`src/rtl/tfq_pkg.sv`:
```
// Shared types and codes for the three-level feedback queue scheduler.
// Used by the controller, datapath, top level and checker; depends on nothing.
package tfq_pkg;

  localparam logic [1:0] OP_ADD   = 2'd0;
  localparam logic [1:0] OP_SLICE = 2'd1;
  localparam logic [1:0] OP_KILL  = 2'd2;
  localparam logic [1:0] OP_NOP   = 2'd3;

  localparam logic [3:0] OC_IDLE       = 4'd0;
  localparam logic [3:0] OC_FINISHED   = 4'd1;
  localparam logic [3:0] OC_TO_LEVEL2  = 4'd2;
  localparam logic [3:0] OC_TO_LEVEL3  = 4'd3;
  localparam logic [3:0] OC_IO_REQUEUE = 4'd4;
  localparam logic [3:0] OC_REQUEUE_L3 = 4'd5;
  localparam logic [3:0] OC_SWAP       = 4'd6;
  localparam logic [3:0] OC_ADDED      = 4'd7;
  localparam logic [3:0] OC_REJECTED   = 4'd8;
  localparam logic [3:0] OC_KILLED     = 4'd9;
  localparam logic [3:0] OC_KILL_MISS  = 4'd10;

  localparam logic [1:0] LVL_NONE = 2'd0;
  localparam logic [1:0] LVL_1    = 2'd1;
  localparam logic [1:0] LVL_2    = 2'd2;
  localparam logic [1:0] LVL_3    = 2'd3;

  localparam logic [1:0] BOOST_NONE = 2'd0;
  localparam logic [1:0] BOOST_L2   = 2'd1;
  localparam logic [1:0] BOOST_L3   = 2'd2;

  localparam logic [2:0] CFG_QUANTUM1 = 3'd0;
  localparam logic [2:0] CFG_QUANTUM2 = 3'd1;
  localparam logic [2:0] CFG_QUANTUM3 = 3'd2;
  localparam logic [2:0] CFG_LIMIT2   = 3'd3;
  localparam logic [2:0] CFG_LIMIT3   = 3'd4;

  localparam logic [7:0]  QUANTUM1_RST = 8'd8;
  localparam logic [7:0]  QUANTUM2_RST = 8'd16;
  localparam logic [7:0]  QUANTUM3_RST = 8'd24;
  localparam logic [15:0] LIMIT2_RST   = 16'd35;
  localparam logic [15:0] LIMIT3_RST   = 16'd40;

  typedef struct packed {
    logic [15:0] id;
    logic [15:0] len;
    logic        io;
  } job_t;

  localparam int JOB_W = $bits(job_t);

  typedef enum logic [1:0] {WSRC_IN, WSRC_RD, WSRC_NEW, WSRC_JOB} wsrc_t;
  typedef enum logic [1:0] {ROFF_HEAD, ROFF_K, ROFF_K1} roff_t;
  typedef enum logic {RID_IN, RID_RD} rid_t;

  typedef struct packed {
    logic        latch_in;
    logic [1:0]  rd_lvl;
    roff_t       rd_off;
    logic        wr_en;
    logic [1:0]  wr_lvl;
    logic        wr_tail;
    wsrc_t       wr_src;
    logic        pop_en;
    logic [1:0]  pop_lvl;
    logic        dec1;
    logic        k_clr;
    logic        k_inc;
    logic        clr_age2;
    logic        clr_age3;
    logic        run_en;
    logic [1:0]  run_lvl;
    logic        boost_ld;
    logic [1:0]  boost;
    logic        res_ld;
    rid_t        res_id;
    logic [1:0]  res_lvl;
    logic [3:0]  res_oc;
    logic        load_out;
  } cmd_t;

  typedef struct packed {
    logic [2:0] room;
    logic [2:0] nonempty;
    logic       age2_over;
    logic       age3_over;
    logic       k_end;
    logic       k1_end;
    logic       id_match;
    logic       left_zero;
    logic       rd_io;
  } sts_t;

endpackage

```
`src/rtl/three_level_feedback_queue_scheduler.sv`:
```
// Three-level feedback queue scheduler, top level.
// Instantiates tfq_ctrl and tfq_datapath; uses tfq_pkg.
//
// One item at a time: an item is taken only while the controller is idle, and
// its result is held in an output register, so a new item may be accepted while
// the previous result still waits. An add passes through S_ADD to the result
// state S_FIN and a no-op goes straight there; a kill scans level 1 (S_KRD,
// S_KCMP) and then shifts the entries behind the match down (S_KSRD, S_KSWR); a
// slice runs S_BOOST, the promotion loop (S_PRD, S_PWR), S_PICK and, unless all
// levels are empty, S_RUN, then S_SWRD, S_SWWR and S_SWJOB when a demotion needs
// a swap. A result waits in S_FIN while an earlier result is stalled. The level
// RAMs (one read and one write per cycle, registered read) pace promotion and
// the kill search and shift: each entry takes a read state and then a write or
// compare state. Each level holds at most QUEUE_DEPTH-1 jobs. Queue storage is
// not cleared at reset; the pointers are, so no stale entry is ever read.
module three_level_feedback_queue_scheduler #(
  parameter int QUEUE_DEPTH = 16
) (
  input  logic        clk,
  input  logic        rst_n,
  input  logic        in_valid,
  output logic        in_stall,
  input  logic [1:0]  in_operation,
  input  logic [15:0] in_proc_id,
  input  logic [15:0] in_job_length,
  input  logic        in_io_request,
  output logic        out_valid,
  input  logic        out_stall,
  output logic [15:0] out_served_id,
  output logic [7:0]  out_ran_ticks,
  output logic [1:0]  out_level,
  output logic [3:0]  out_outcome,
  output logic [1:0]  out_boosted,
  input  logic        cfg_we,
  input  logic [2:0]  cfg_index,
  input  logic [15:0] cfg_wdata
);

  tfq_pkg::cmd_t cmd;
  tfq_pkg::sts_t sts;

  // Sequence each operation; hold the result until the consumer takes it.
  tfq_ctrl u_ctrl (
    .clk          (clk),
    .rst_n        (rst_n),
    .in_valid     (in_valid),
    .in_operation (in_operation),
    .in_stall     (in_stall),
    .out_valid    (out_valid),
    .out_stall    (out_stall),
    .sts          (sts),
    .cmd          (cmd)
  );

  // Queues, ages, config and result registers.
  tfq_datapath #(.QUEUE_DEPTH(QUEUE_DEPTH)) u_dp (
    .clk           (clk),
    .rst_n         (rst_n),
    .in_proc_id    (in_proc_id),
    .in_job_length (in_job_length),
    .in_io_request (in_io_request),
    .cfg_we        (cfg_we),
    .cfg_index     (cfg_index),
    .cfg_wdata     (cfg_wdata),
    .cmd           (cmd),
    .sts           (sts),
    .out_served_id (out_served_id),
    .out_ran_ticks (out_ran_ticks),
    .out_level     (out_level),
    .out_outcome   (out_outcome),
    .out_boosted   (out_boosted)
  );

endmodule

```
`src/rtl/tfq_ram.sv`:
```
// Generic single-write, single-read RAM with registered read data.
// No dependencies.
module tfq_ram #(
  parameter int WIDTH = 33,
  parameter int DEPTH = 16
) (
  input  logic                     clk,
  input  logic                     we,
  input  logic [$clog2(DEPTH)-1:0] waddr,
  input  logic [WIDTH-1:0]         wdata,
  input  logic [$clog2(DEPTH)-1:0] raddr,
  output logic [WIDTH-1:0]         rdata
);

  logic [WIDTH-1:0] mem_r [DEPTH];
  logic [WIDTH-1:0] rdata_r;

  always_ff @(posedge clk) begin
    if (we) begin
      mem_r[waddr] <= wdata;
    end
    rdata_r <= mem_r[raddr];
  end

  assign rdata = rdata_r;

endmodule

```
`src/rtl/tfq_datapath.sv`:
```
// Datapath: three level RAMs, pointers, ages, config registers and result registers.
// Depends on tfq_pkg and tfq_ram; driven by tfq_ctrl commands.
module tfq_datapath #(
  parameter int QUEUE_DEPTH = 16
) (
  input  logic             clk,
  input  logic             rst_n,
  input  logic [15:0]      in_proc_id,
  input  logic [15:0]      in_job_length,
  input  logic             in_io_request,
  input  logic             cfg_we,
  input  logic [2:0]       cfg_index,
  input  logic [15:0]      cfg_wdata,
  input  tfq_pkg::cmd_t    cmd,
  output tfq_pkg::sts_t    sts,
  output logic [15:0]      out_served_id,
  output logic [7:0]       out_ran_ticks,
  output logic [1:0]       out_level,
  output logic [3:0]       out_outcome,
  output logic [1:0]       out_boosted
);

  localparam int AW = $clog2(QUEUE_DEPTH);
  localparam logic [AW:0]   QD_W = (AW+1)'(QUEUE_DEPTH);
  localparam logic [AW-1:0] CAP  = AW'(QUEUE_DEPTH - 1);

  function automatic logic [AW-1:0] slot(input logic [AW-1:0] base,
                                         input logic [AW-1:0] off);
    logic [AW:0] s;
    s = {1'b0, base} + {1'b0, off};
    if (s >= QD_W) s = s - QD_W;
    return s[AW-1:0];
  endfunction

  function automatic logic [15:0] sat_add(input logic [15:0] a, input logic [7:0] b);
    logic [16:0] s;
    s = {1'b0, a} + {9'd0, b};
    return s[16] ? 16'hFFFF : s[15:0];
  endfunction

  logic [AW-1:0] head_r [3];
  logic [AW-1:0] cnt_r  [3];
  logic [AW-1:0] head_nxt [3];
  logic [AW-1:0] cnt_nxt  [3];
  logic [AW-1:0] k_r;
  logic [1:0]    rsel_r;
  logic [15:0]   age2_r, age3_r;
  logic [7:0]    q1_r, q2_r, q3_r;
  logic [15:0]   lim2_r, lim3_r;
  tfq_pkg::job_t in_job_r, job_r;
  logic [15:0]   res_id_r;
  logic [7:0]    res_ran_r;
  logic [1:0]    res_lvl_r, res_oc_pad;
  logic [3:0]    res_oc_r;
  logic [1:0]    res_boost_r;
  logic [15:0]   out_id_r;
  logic [7:0]    out_ran_r;
  logic [1:0]    out_lvl_r, out_boost_r;
  logic [3:0]    out_oc_r;

  logic [tfq_pkg::JOB_W-1:0] ram_rdata [3];
  logic [AW-1:0]             ram_waddr [3];
  logic [AW-1:0]             ram_raddr [3];
  logic [2:0]                ram_we;
  logic [tfq_pkg::JOB_W-1:0] wdata;
  logic [AW-1:0]             roff;
  tfq_pkg::job_t             rd_job, job_new;
  logic [7:0]                quantum, run;

  assign res_oc_pad = 2'd0;

  always_comb begin
    case (rsel_r)
      tfq_pkg::LVL_1: rd_job = tfq_pkg::job_t'(ram_rdata[0]);
      tfq_pkg::LVL_2: rd_job = tfq_pkg::job_t'(ram_rdata[1]);
      default:        rd_job = tfq_pkg::job_t'(ram_rdata[2]);
    endcase
  end

  always_comb begin
    case (cmd.run_lvl)
      tfq_pkg::LVL_1: quantum = q1_r;
      tfq_pkg::LVL_2: quantum = q2_r;
      default:        quantum = q3_r;
    endcase
    run = (rd_job.len < {8'd0, quantum}) ? rd_job.len[7:0] : quantum;
    job_new.id  = rd_job.id;
    job_new.len = rd_job.len - {8'd0, run};
    job_new.io  = rd_job.io;
  end

  always_comb begin
    case (cmd.wr_src)
      tfq_pkg::WSRC_IN:  wdata = in_job_r;
      tfq_pkg::WSRC_RD:  wdata = rd_job;
      tfq_pkg::WSRC_NEW: wdata = job_new;
      default:           wdata = job_r;
    endcase
    case (cmd.rd_off)
      tfq_pkg::ROFF_HEAD: roff = '0;
      tfq_pkg::ROFF_K:    roff = k_r;
      default:            roff = k_r + AW'(1);
    endcase
  end

  for (genvar i = 0; i < 3; i++) begin : g_level
    assign ram_we[i]    = cmd.wr_en && (cmd.wr_lvl == 2'(i + 1));
    assign ram_waddr[i] = cmd.wr_tail ? slot(head_r[i], cnt_r[i]) : slot(head_r[i], k_r);
    assign ram_raddr[i] = slot(head_r[i], roff);

    tfq_ram #(.WIDTH(tfq_pkg::JOB_W), .DEPTH(QUEUE_DEPTH)) u_ram (
      .clk   (clk),
      .we    (ram_we[i]),
      .waddr (ram_waddr[i]),
      .wdata (wdata),
      .raddr (ram_raddr[i]),
      .rdata (ram_rdata[i])
    );

    always_comb begin
      logic inc, dec;
      inc = cmd.wr_en && cmd.wr_tail && (cmd.wr_lvl == 2'(i + 1));
      dec = (cmd.pop_en && (cmd.pop_lvl == 2'(i + 1))) || ((i == 0) && cmd.dec1);
      cnt_nxt[i]  = cnt_r[i] + AW'(inc) - AW'(dec);
      head_nxt[i] = (cmd.pop_en && (cmd.pop_lvl == 2'(i + 1))) ?
                    slot(head_r[i], AW'(1)) : head_r[i];
    end

    assign sts.room[i]     = (cnt_r[i] != CAP);
    assign sts.nonempty[i] = (cnt_r[i] != '0);
  end

  assign sts.age2_over = age2_r > lim2_r;
  assign sts.age3_over = age3_r > lim3_r;
  assign sts.k_end     = (k_r == cnt_r[0]);
  assign sts.k1_end    = ({1'b0, k_r} + (AW+1)'(1)) >= {1'b0, cnt_r[0]};
  assign sts.id_match  = (rd_job.id == in_job_r.id);
  assign sts.left_zero = (job_new.len == 16'd0);
  assign sts.rd_io     = rd_job.io;

  // Control state: pointers, ages, config.
  always_ff @(posedge clk) begin
    if (!rst_n) begin
      for (int i = 0; i < 3; i++) begin
        head_r[i] <= '0;
        cnt_r[i]  <= '0;
      end
      k_r    <= '0;
      age2_r <= '0;
      age3_r <= '0;
      q1_r   <= tfq_pkg::QUANTUM1_RST;
      q2_r   <= tfq_pkg::QUANTUM2_RST;
      q3_r   <= tfq_pkg::QUANTUM3_RST;
      lim2_r <= tfq_pkg::LIMIT2_RST;
      lim3_r <= tfq_pkg::LIMIT3_RST;
    end else begin
      for (int i = 0; i < 3; i++) begin
        head_r[i] <= head_nxt[i];
        cnt_r[i]  <= cnt_nxt[i];
      end
      if (cmd.k_clr) k_r <= '0;
      else if (cmd.k_inc) k_r <= k_r + AW'(1);
      if (cmd.run_en) begin
        unique case (cmd.run_lvl)
          tfq_pkg::LVL_1: begin
            age2_r <= sat_add(age2_r, run);
            age3_r <= sat_add(age3_r, run);
          end
          tfq_pkg::LVL_2: begin
            age2_r <= '0;
            age3_r <= sat_add(age3_r, run);
          end
          default: begin
            age2_r <= sat_add(age2_r, run);
            age3_r <= '0;
          end
        endcase
      end else begin
        if (cmd.clr_age2) age2_r <= '0;
        if (cmd.clr_age3) age3_r <= '0;
      end
      if (cfg_we) begin
        unique case (cfg_index)
          tfq_pkg::CFG_QUANTUM1: q1_r   <= cfg_wdata[7:0];
          tfq_pkg::CFG_QUANTUM2: q2_r   <= cfg_wdata[7:0];
          tfq_pkg::CFG_QUANTUM3: q3_r   <= cfg_wdata[7:0];
          tfq_pkg::CFG_LIMIT2:   lim2_r <= cfg_wdata;
          tfq_pkg::CFG_LIMIT3:   lim3_r <= cfg_wdata;
          default: ;
        endcase
      end
    end
  end

  // Payload registers.
  always_ff @(posedge clk) begin
    rsel_r <= cmd.rd_lvl;
    if (cmd.latch_in) begin
      in_job_r    <= {in_proc_id, in_job_length, in_io_request};
      res_id_r    <= '0;
      res_ran_r   <= '0;
      res_lvl_r   <= tfq_pkg::LVL_NONE;
      res_oc_r    <= tfq_pkg::OC_IDLE;
      res_boost_r <= tfq_pkg::BOOST_NONE;
    end else begin
      if (cmd.boost_ld) res_boost_r <= cmd.boost;
      if (cmd.run_en) begin
        job_r     <= job_new;
        res_ran_r <= run;
      end
      if (cmd.res_ld) begin
        res_id_r  <= (cmd.res_id == tfq_pkg::RID_IN) ? in_job_r.id : rd_job.id;
        res_lvl_r <= cmd.res_lvl | res_oc_pad;
        res_oc_r  <= cmd.res_oc;
      end
    end
    if (cmd.load_out) begin
      out_id_r    <= res_id_r;
      out_ran_r   <= res_ran_r;
      out_lvl_r   <= res_lvl_r;
      out_oc_r    <= res_oc_r;
      out_boost_r <= res_boost_r;
    end
  end

  assign out_served_id = out_id_r;
  assign out_ran_ticks = out_ran_r;
  assign out_level     = out_lvl_r;
  assign out_outcome   = out_oc_r;
  assign out_boosted   = out_boost_r;

endmodule

```
`src/rtl/tfq_ctrl.sv`:
```
// Controller state machine: sequences add, kill search/shift, promotion and slice.
// Depends on tfq_pkg; issues commands to tfq_datapath and reads its status.
module tfq_ctrl (
  input  logic          clk,
  input  logic          rst_n,
  input  logic          in_valid,
  input  logic [1:0]    in_operation,
  output logic          in_stall,
  output logic          out_valid,
  input  logic          out_stall,
  input  tfq_pkg::sts_t sts,
  output tfq_pkg::cmd_t cmd
);

  typedef enum logic [3:0] {
    S_IDLE, S_ADD, S_KRD, S_KCMP, S_KSRD, S_KSWR, S_BOOST, S_PRD, S_PWR,
    S_PICK, S_RUN, S_SWRD, S_SWWR, S_SWJOB, S_FIN
  } state_t;

  state_t     state_r, state_nxt;
  logic [1:0] lvl_r, lvl_nxt;
  logic [1:0] psrc_r, psrc_nxt;
  logic       out_valid_r, out_valid_nxt;

  always_comb begin
    cmd       = '0;
    state_nxt = state_r;
    lvl_nxt   = lvl_r;
    psrc_nxt  = psrc_r;
    cmd.wr_tail = 1'b1;
    unique case (state_r)
      S_IDLE: begin
        if (in_valid) begin
          cmd.latch_in = 1'b1;
          case (in_operation)
            tfq_pkg::OP_ADD:   state_nxt = S_ADD;
            tfq_pkg::OP_SLICE: state_nxt = S_BOOST;
            tfq_pkg::OP_KILL: begin
              cmd.k_clr = 1'b1;
              state_nxt = S_KRD;
            end
            default: state_nxt = S_FIN;
          endcase
        end
      end
      S_ADD: begin
        cmd.res_ld = 1'b1;
        cmd.res_id = tfq_pkg::RID_IN;
        cmd.wr_src = tfq_pkg::WSRC_IN;
        cmd.res_oc = tfq_pkg::OC_ADDED;
        cmd.wr_en  = 1'b1;
        if (sts.room[0]) cmd.wr_lvl = tfq_pkg::LVL_1;
        else if (sts.room[1]) cmd.wr_lvl = tfq_pkg::LVL_2;
        else if (sts.room[2]) cmd.wr_lvl = tfq_pkg::LVL_3;
        else begin
          cmd.wr_en  = 1'b0;
          cmd.wr_lvl = tfq_pkg::LVL_NONE;
          cmd.res_oc = tfq_pkg::OC_REJECTED;
        end
        cmd.res_lvl = cmd.wr_lvl;
        state_nxt = S_FIN;
      end
      S_KRD: begin
        if (sts.k_end) begin
          cmd.res_ld  = 1'b1;
          cmd.res_id  = tfq_pkg::RID_IN;
          cmd.res_lvl = tfq_pkg::LVL_NONE;
          cmd.res_oc  = tfq_pkg::OC_KILL_MISS;
          state_nxt   = S_FIN;
        end else begin
          cmd.rd_lvl = tfq_pkg::LVL_1;
          cmd.rd_off = tfq_pkg::ROFF_K;
          state_nxt  = S_KCMP;
        end
      end
      S_KCMP: begin
        if (sts.id_match) state_nxt = S_KSRD;
        else begin
          cmd.k_inc = 1'b1;
          state_nxt = S_KRD;
        end
      end
      S_KSRD: begin
        if (sts.k1_end) begin
          cmd.dec1    = 1'b1;
          cmd.res_ld  = 1'b1;
          cmd.res_id  = tfq_pkg::RID_IN;
          cmd.res_lvl = tfq_pkg::LVL_1;
          cmd.res_oc  = tfq_pkg::OC_KILLED;
          state_nxt   = S_FIN;
        end else begin
          cmd.rd_lvl = tfq_pkg::LVL_1;
          cmd.rd_off = tfq_pkg::ROFF_K1;
          state_nxt  = S_KSWR;
        end
      end
      S_KSWR: begin
        cmd.wr_en   = 1'b1;
        cmd.wr_lvl  = tfq_pkg::LVL_1;
        cmd.wr_tail = 1'b0;
        cmd.wr_src  = tfq_pkg::WSRC_RD;
        cmd.k_inc   = 1'b1;
        state_nxt   = S_KSRD;
      end
      S_BOOST: begin
        if (sts.room[0] && sts.age2_over && sts.nonempty[1]) begin
          cmd.boost_ld = 1'b1;
          cmd.boost    = tfq_pkg::BOOST_L2;
          psrc_nxt     = tfq_pkg::LVL_2;
          state_nxt    = S_PRD;
        end else if (sts.room[0] && sts.age3_over && sts.nonempty[2]) begin
          cmd.boost_ld = 1'b1;
          cmd.boost    = tfq_pkg::BOOST_L3;
          psrc_nxt     = tfq_pkg::LVL_3;
          state_nxt    = S_PRD;
        end else begin
          state_nxt = S_PICK;
        end
      end
      S_PRD: begin
        if (sts.room[0] && sts.nonempty[psrc_r - 2'd1]) begin
          cmd.rd_lvl = psrc_r;
          cmd.rd_off = tfq_pkg::ROFF_HEAD;
          state_nxt  = S_PWR;
        end else begin
          cmd.clr_age2 = (psrc_r == tfq_pkg::LVL_2);
          cmd.clr_age3 = (psrc_r == tfq_pkg::LVL_3);
          state_nxt    = S_PICK;
        end
      end
      S_PWR: begin
        cmd.wr_en   = 1'b1;
        cmd.wr_lvl  = tfq_pkg::LVL_1;
        cmd.wr_src  = tfq_pkg::WSRC_RD;
        cmd.pop_en  = 1'b1;
        cmd.pop_lvl = psrc_r;
        state_nxt   = S_PRD;
      end
      S_PICK: begin
        if (sts.nonempty[0]) lvl_nxt = tfq_pkg::LVL_1;
        else if (sts.nonempty[1]) lvl_nxt = tfq_pkg::LVL_2;
        else lvl_nxt = tfq_pkg::LVL_3;
        if (sts.nonempty != 3'b000) begin
          cmd.rd_lvl  = lvl_nxt;
          cmd.rd_off  = tfq_pkg::ROFF_HEAD;
          cmd.pop_en  = 1'b1;
          cmd.pop_lvl = lvl_nxt;
          state_nxt   = S_RUN;
        end else begin
          state_nxt = S_FIN;
        end
      end
      S_RUN: begin
        cmd.run_en  = 1'b1;
        cmd.run_lvl = lvl_r;
        cmd.res_ld  = 1'b1;
        cmd.res_id  = tfq_pkg::RID_RD;
        cmd.res_lvl = lvl_r;
        cmd.wr_src  = tfq_pkg::WSRC_NEW;
        state_nxt   = S_FIN;
        if (sts.left_zero) begin
          cmd.res_oc = tfq_pkg::OC_FINISHED;
        end else if (lvl_r == tfq_pkg::LVL_3) begin
          cmd.wr_en  = 1'b1;
          cmd.wr_lvl = tfq_pkg::LVL_3;
          cmd.res_oc = tfq_pkg::OC_REQUEUE_L3;
        end else if (sts.rd_io) begin
          cmd.wr_en  = 1'b1;
          cmd.wr_lvl = tfq_pkg::LVL_1;
          cmd.res_oc = tfq_pkg::OC_IO_REQUEUE;
        end else if ((lvl_r == tfq_pkg::LVL_1) && sts.room[1]) begin
          cmd.wr_en  = 1'b1;
          cmd.wr_lvl = tfq_pkg::LVL_2;
          cmd.res_oc = tfq_pkg::OC_TO_LEVEL2;
        end else if (sts.room[2]) begin
          cmd.wr_en  = 1'b1;
          cmd.wr_lvl = tfq_pkg::LVL_3;
          cmd.res_oc = tfq_pkg::OC_TO_LEVEL3;
        end else begin
          // Lower level full (both lower levels, from level 1): pull the next level's head up, then push job down.
          cmd.res_oc = tfq_pkg::OC_SWAP;
          state_nxt  = S_SWRD;
        end
      end
      S_SWRD: begin
        cmd.rd_lvl = lvl_r + 2'd1;
        cmd.rd_off = tfq_pkg::ROFF_HEAD;
        state_nxt  = S_SWWR;
      end
      S_SWWR: begin
        cmd.wr_en   = 1'b1;
        cmd.wr_lvl  = lvl_r;
        cmd.wr_src  = tfq_pkg::WSRC_RD;
        cmd.pop_en  = 1'b1;
        cmd.pop_lvl = lvl_r + 2'd1;
        state_nxt   = S_SWJOB;
      end
      S_SWJOB: begin
        cmd.wr_en  = 1'b1;
        cmd.wr_lvl = lvl_r + 2'd1;
        cmd.wr_src = tfq_pkg::WSRC_JOB;
        state_nxt  = S_FIN;
      end
      S_FIN: begin
        if (!out_valid_r || !out_stall) begin
          cmd.load_out = 1'b1;
          state_nxt    = S_IDLE;
        end
      end
      default: state_nxt = S_IDLE;
    endcase
    out_valid_nxt = cmd.load_out || (out_valid_r && out_stall);
  end

  always_ff @(posedge clk) begin
    if (!rst_n) begin
      state_r     <= S_IDLE;
      lvl_r       <= tfq_pkg::LVL_NONE;
      psrc_r      <= tfq_pkg::LVL_NONE;
      out_valid_r <= 1'b0;
    end else begin
      state_r     <= state_nxt;
      lvl_r       <= lvl_nxt;
      psrc_r      <= psrc_nxt;
      out_valid_r <= out_valid_nxt;
    end
  end

  assign in_stall  = (state_r != S_IDLE);
  assign out_valid = out_valid_r;

endmodule

```
`config.mk`:
```
export PLATFORM = sky130hd
export DESIGN_NAME = three_level_feedback_queue_scheduler
export DESIGN_NICKNAME = d
export VERILOG_FILES = /design/src/rtl/tfq_pkg.sv /design/src/rtl/three_level_feedback_queue_scheduler.sv /design/src/rtl/tfq_ram.sv /design/src/rtl/tfq_datapath.sv /design/src/rtl/tfq_ctrl.sv
export SDC_FILE = /design/constraint.sdc
export NUM_CORES = 2
export LEC_CHECK = 0
export BUFFER_PORTS_ARGS = -buffer_cell sky130_fd_sc_hd__buf_2
export CAP_MARGIN = 20
export CORE_MARGIN = 5
export CORE_UTILIZATION = 59
export DETAILED_ROUTE_END_ITERATION = 12
export PLACE_DENSITY = 0.75
export REMOVE_ABC_BUFFERS = 1
export SYNTH_ARGS = -nofsm -noshare
export SYNTH_HDL_FRONTEND = slang
export SYNTH_SLANG_ARGS = --single-unit
export TNS_END_PERCENT = 5
```
`constraint.sdc`:
```
create_clock -name clk -period 19 [get_ports clk]
set_clock_uncertainty 0.2 [all_clocks]
set_input_delay 3.8 -clock clk [delete_from_list [all_inputs] [get_ports clk]]
set_output_delay 3.8 -clock clk [all_outputs]
set_load 0.01 [all_outputs]
```
==> results by group <==
Status
  – Outcome: finished clean

Final layout
  – Commonest non-fill, non-tap cell in the layout: edfxtp_1
  – Net count, final: between 4000 and 5000
  – Commonest cells after routing, fill and taps aside: edfxtp_1, mux4_2, dfxtp_1, a21oi_1, nand2_1
  – Design Area, Final: 0.0880 mm2
  – Final core occ: between 60% and 70%
  – Area Overhead vs Synth: 12.6%
  – Share of cells above drive strength 1: between 20% and 30%

STA
  – Slew @ Worst Pin: 1.15 ns
  – FMAX: 94.0 MHz
  – Final worst setup slack: around 8.4 ns
  – Max-slew violation count: 0
  – Tcrit/Tclk final: a little under three fifths
  – Tmin final: 10.64 ns
  – RSZ-0062 raised after global routing: no
  – Fin Setup TNS: 0 ns
  – Max_slew headroom: 23.1%
  – Final Hold Vio Count: 0
  – Final hold slack: approximately 0.21 ns
  – Finish-stage setup viols: 0

Power and ir drop
  – Peak VDD IR: 0.000112 V
  – P_leak: 28.0 nW
  – PwrDens: 140 mW/mm2

Yosys
  – Yosys top cell area share: between 60% and 70%
  – Top_reg_cell synth: edfxtp_1
  – Synth Warn #: 0
  – Syn Area/Cell: about 17 um2
  – Post-synth cell types: 86
  – Post-synth EDFFs: 1682
  – Mapped Cells: 4582
  – Synth area leaders: edfxtp_1, mux4_2, dfxtp_1
  – Mapped Area: 0.0781 mm2
  – FFs w/ async S/R, synth: 0%
  – Sequential area share after synthesis: a little under three quarters
  – Area leader, netlist: edfxtp_1
  – Synth Register Bits: 1940

Clock network
  – Root Driver: clkbuf_16
  – Clk buf depth: 3
  – # clock sinks: 1940
  – TritonCTS Buffers: 189
  – Clock Pin Slew Worst Setup and Hold Paths: 0.06 ns
  – CTS tree: built
  – CTS Hold Bufs: 0
  – Resize count post-CTS: 0
  – Clock latency at the later pin of the worst-skew pair: 0.83 ns
  – # H-tree levels: 4
  – Post-CTS setup buffer count: 0

Worst setup path
  – Crit path max fanout: 23
  – CP max stage delay: ~0.84 ns
  – CP arrival: around 11 ns
  – WP data required: 19.48 ns
  – CP Capture Type: flop
  – Setup CP Type: reg2reg
  – Slowest-stage cell, CP: and2b_1
  – Startpoint Class: flop
  – Worst path most repeated cell: ha_1

Placement
  – Placed Area: 0.0817 mm2
  – Worst slack at placement: 8.52 ns
  – RePlAce Congestion: 0.906
  – Hpwl dp: 128000 um
  – Port Buffers: 92

Global route
  – Total grt overflow: 0
  – Overall global routing resource usage: 29.2%
  – Initial antenna violation count: 16
  – First-pass GRT wire length: 296000 um
  – Largest net degree at the start of global routing: 77
  – Number of global-route vias before repair: 42600

Drt
  – Post-DRT Antenna Nets: 0
  – DRT iter0 DRCs: 6147
  – Drt drc: 0
  – Wirelength, routed: 205000 um
  – Vias/cell: 6.62
  – WL/cell: 30.8 um
  – Detailed Routing Iterations Pass 1: 6
  – Vias: 44100

Floorplan
  – Core area: between 0.1 and 0.15 mm2
  – Starting Density: 59.4%
  – Chip height: 374 um
  – Row count: 133
  – Die ar.: 0.140 mm2
  – Chip width: 374 um
  – Top Ports: between 90 and 100

Worst hold path
  – Class of the worst hold path: reg2reg

Run
  – Maxcap violations: 0
[power by group]
part	leakage (nW)	switching [mW]	total, mW	internal, mW
combinational	7.69	2.06	2.86	0.799
sequential	17.3	0.114	5.65	5.54
clock	3.06	1.63	3.77	2.15
[flip-flops by register name, summed over array words and instances (netlist names), 4 cells and up]
signal	cells
u_dp.g_level.u_ram.rdata	99
u_dp.age3_r	16
u_dp.out_served_id	16
u_dp.lim3_r	16
u_dp.out_outcome	4
u_ctrl.state_r	4
u_dp.cnt_r	12
u_dp.res_oc_r	4
u_dp.lim2_r	16
u_dp.q3_r	8
u_dp.res_ran_r	8
u_dp.g_level.u_ram.mem_r	1584
u_dp.q1_r	8
u_dp.head_r	12
u_dp.out_ran_ticks	8
u_dp.age2_r	16
u_dp.res_id_r	16
u_dp.job_r	33
u_dp.in_job_r	33
u_dp.q2_r	8
u_dp.k_r	4
[layer usage]
metal	global-route usage, %	up-vias	wire length [um]
met4	10.1	0	7640
met5	0	-	0
met3	6.32	341	22400
met2	45.3	2647	96600
li1	-	18500	-
met1	41.9	22600	78600
[kinds of logic after synthesis]
family | after synthesis | synth area share (%)
AO/OA/AOI/OAI | 741 | 6.15
XOR/XNOR | 83 | 0.930
adder cells (fa/ha/maj) | 112 | 1.86
buffers and inverters | 349 | 1.74
flip-flops | 1940 | 71.3
multiplexers | 501 | 12.8
AND/OR/NAND/NOR | 856 | 5.31
[per-stage QoR]
stage / cells / power, mW
2_1_floorplan: 4340 / 7.33
3_3_place_gp: 6300 / 8.46
3_5_place_dp: 6303 / 8.54
4_1_cts: 6653 / 12.3
5_1_grt: 6655 / 12.7
6_report: 6660 / 12.3
[worst max-delay path, delay by kind of cell (launching register included)]
kind	cells	cell delay [ns]
AOI/OAI and AO/OA	7	2.51
buffers and inverters	5	0.82
DFF	1	0.66
muxes	1	0.15
xor gates and xnor gates	1	0.15
adders and majority gates	6	1.88
and+or+nand+nor	14	4.06
[final timing paths]
path	to	slack, ns	start	cells past startpoint
max	u_dp.cnt_r[0][2]	8.36	u_ctrl.state_r[3]	34
min	u_dp.out_served_id[1]	0.21	u_dp.res_id_r[1]	0
max reg2reg	u_dp.cnt_r[0][2]	8.36	u_ctrl.state_r[3]	34
min reg2reg	u_dp.out_served_id[1]	0.21	u_dp.res_id_r[1]	0
[synthesized netlist by cell type (all sizes together) (8+ instances only)]
| cell | instances |
|---|---|
| buf | 62 |
| nand3 | 40 |
| nor4 | 32 |
| xor2 | 34 |
| mux4 | 396 |
| a221o | 12 |
| mux2i | 104 |
| a21o | 25 |
| or3 | 10 |
| a22oi | 37 |
| nor2b | 119 |
| nand2 | 253 |
| clkbuf | 180 |
| o21a | 29 |
| a221oi | 10 |
| and3 | 19 |
| a21oi | 279 |
| o211ai | 14 |
| fa | 9 |
| o21ai | 101 |
| ha | 95 |
| inv | 107 |
| xnor2 | 49 |
| a31oi | 30 |
| nor2 | 233 |
| edfxtp | 1682 |
| dfxtp | 258 |
| or2 | 15 |
| and2 | 28 |
| a211oi | 126 |
| nand2b | 20 |
| nor3 | 31 |
| maj3 | 8 |
| nor4b | 8 |
| nand4 | 24 |
[layout make-up]
| class | count | area [um2] |
|---|---|---|
| well taps | 1755 | 2200 |
| clock inverters | 96 | 1170 |
| fillers | 8468 | 43500 |
| clock buffers | 254 | 5090 |
| inverters | 107 | 402 |
| repair buffers | 210 | 1400 |
| diodes | 5 | 12.5 |
| multi-input cells | 2293 | 22000 |
| flip-flops and latches | 1940 | 55700 |
Note: power is estimated with default switching activity, not from simulation.
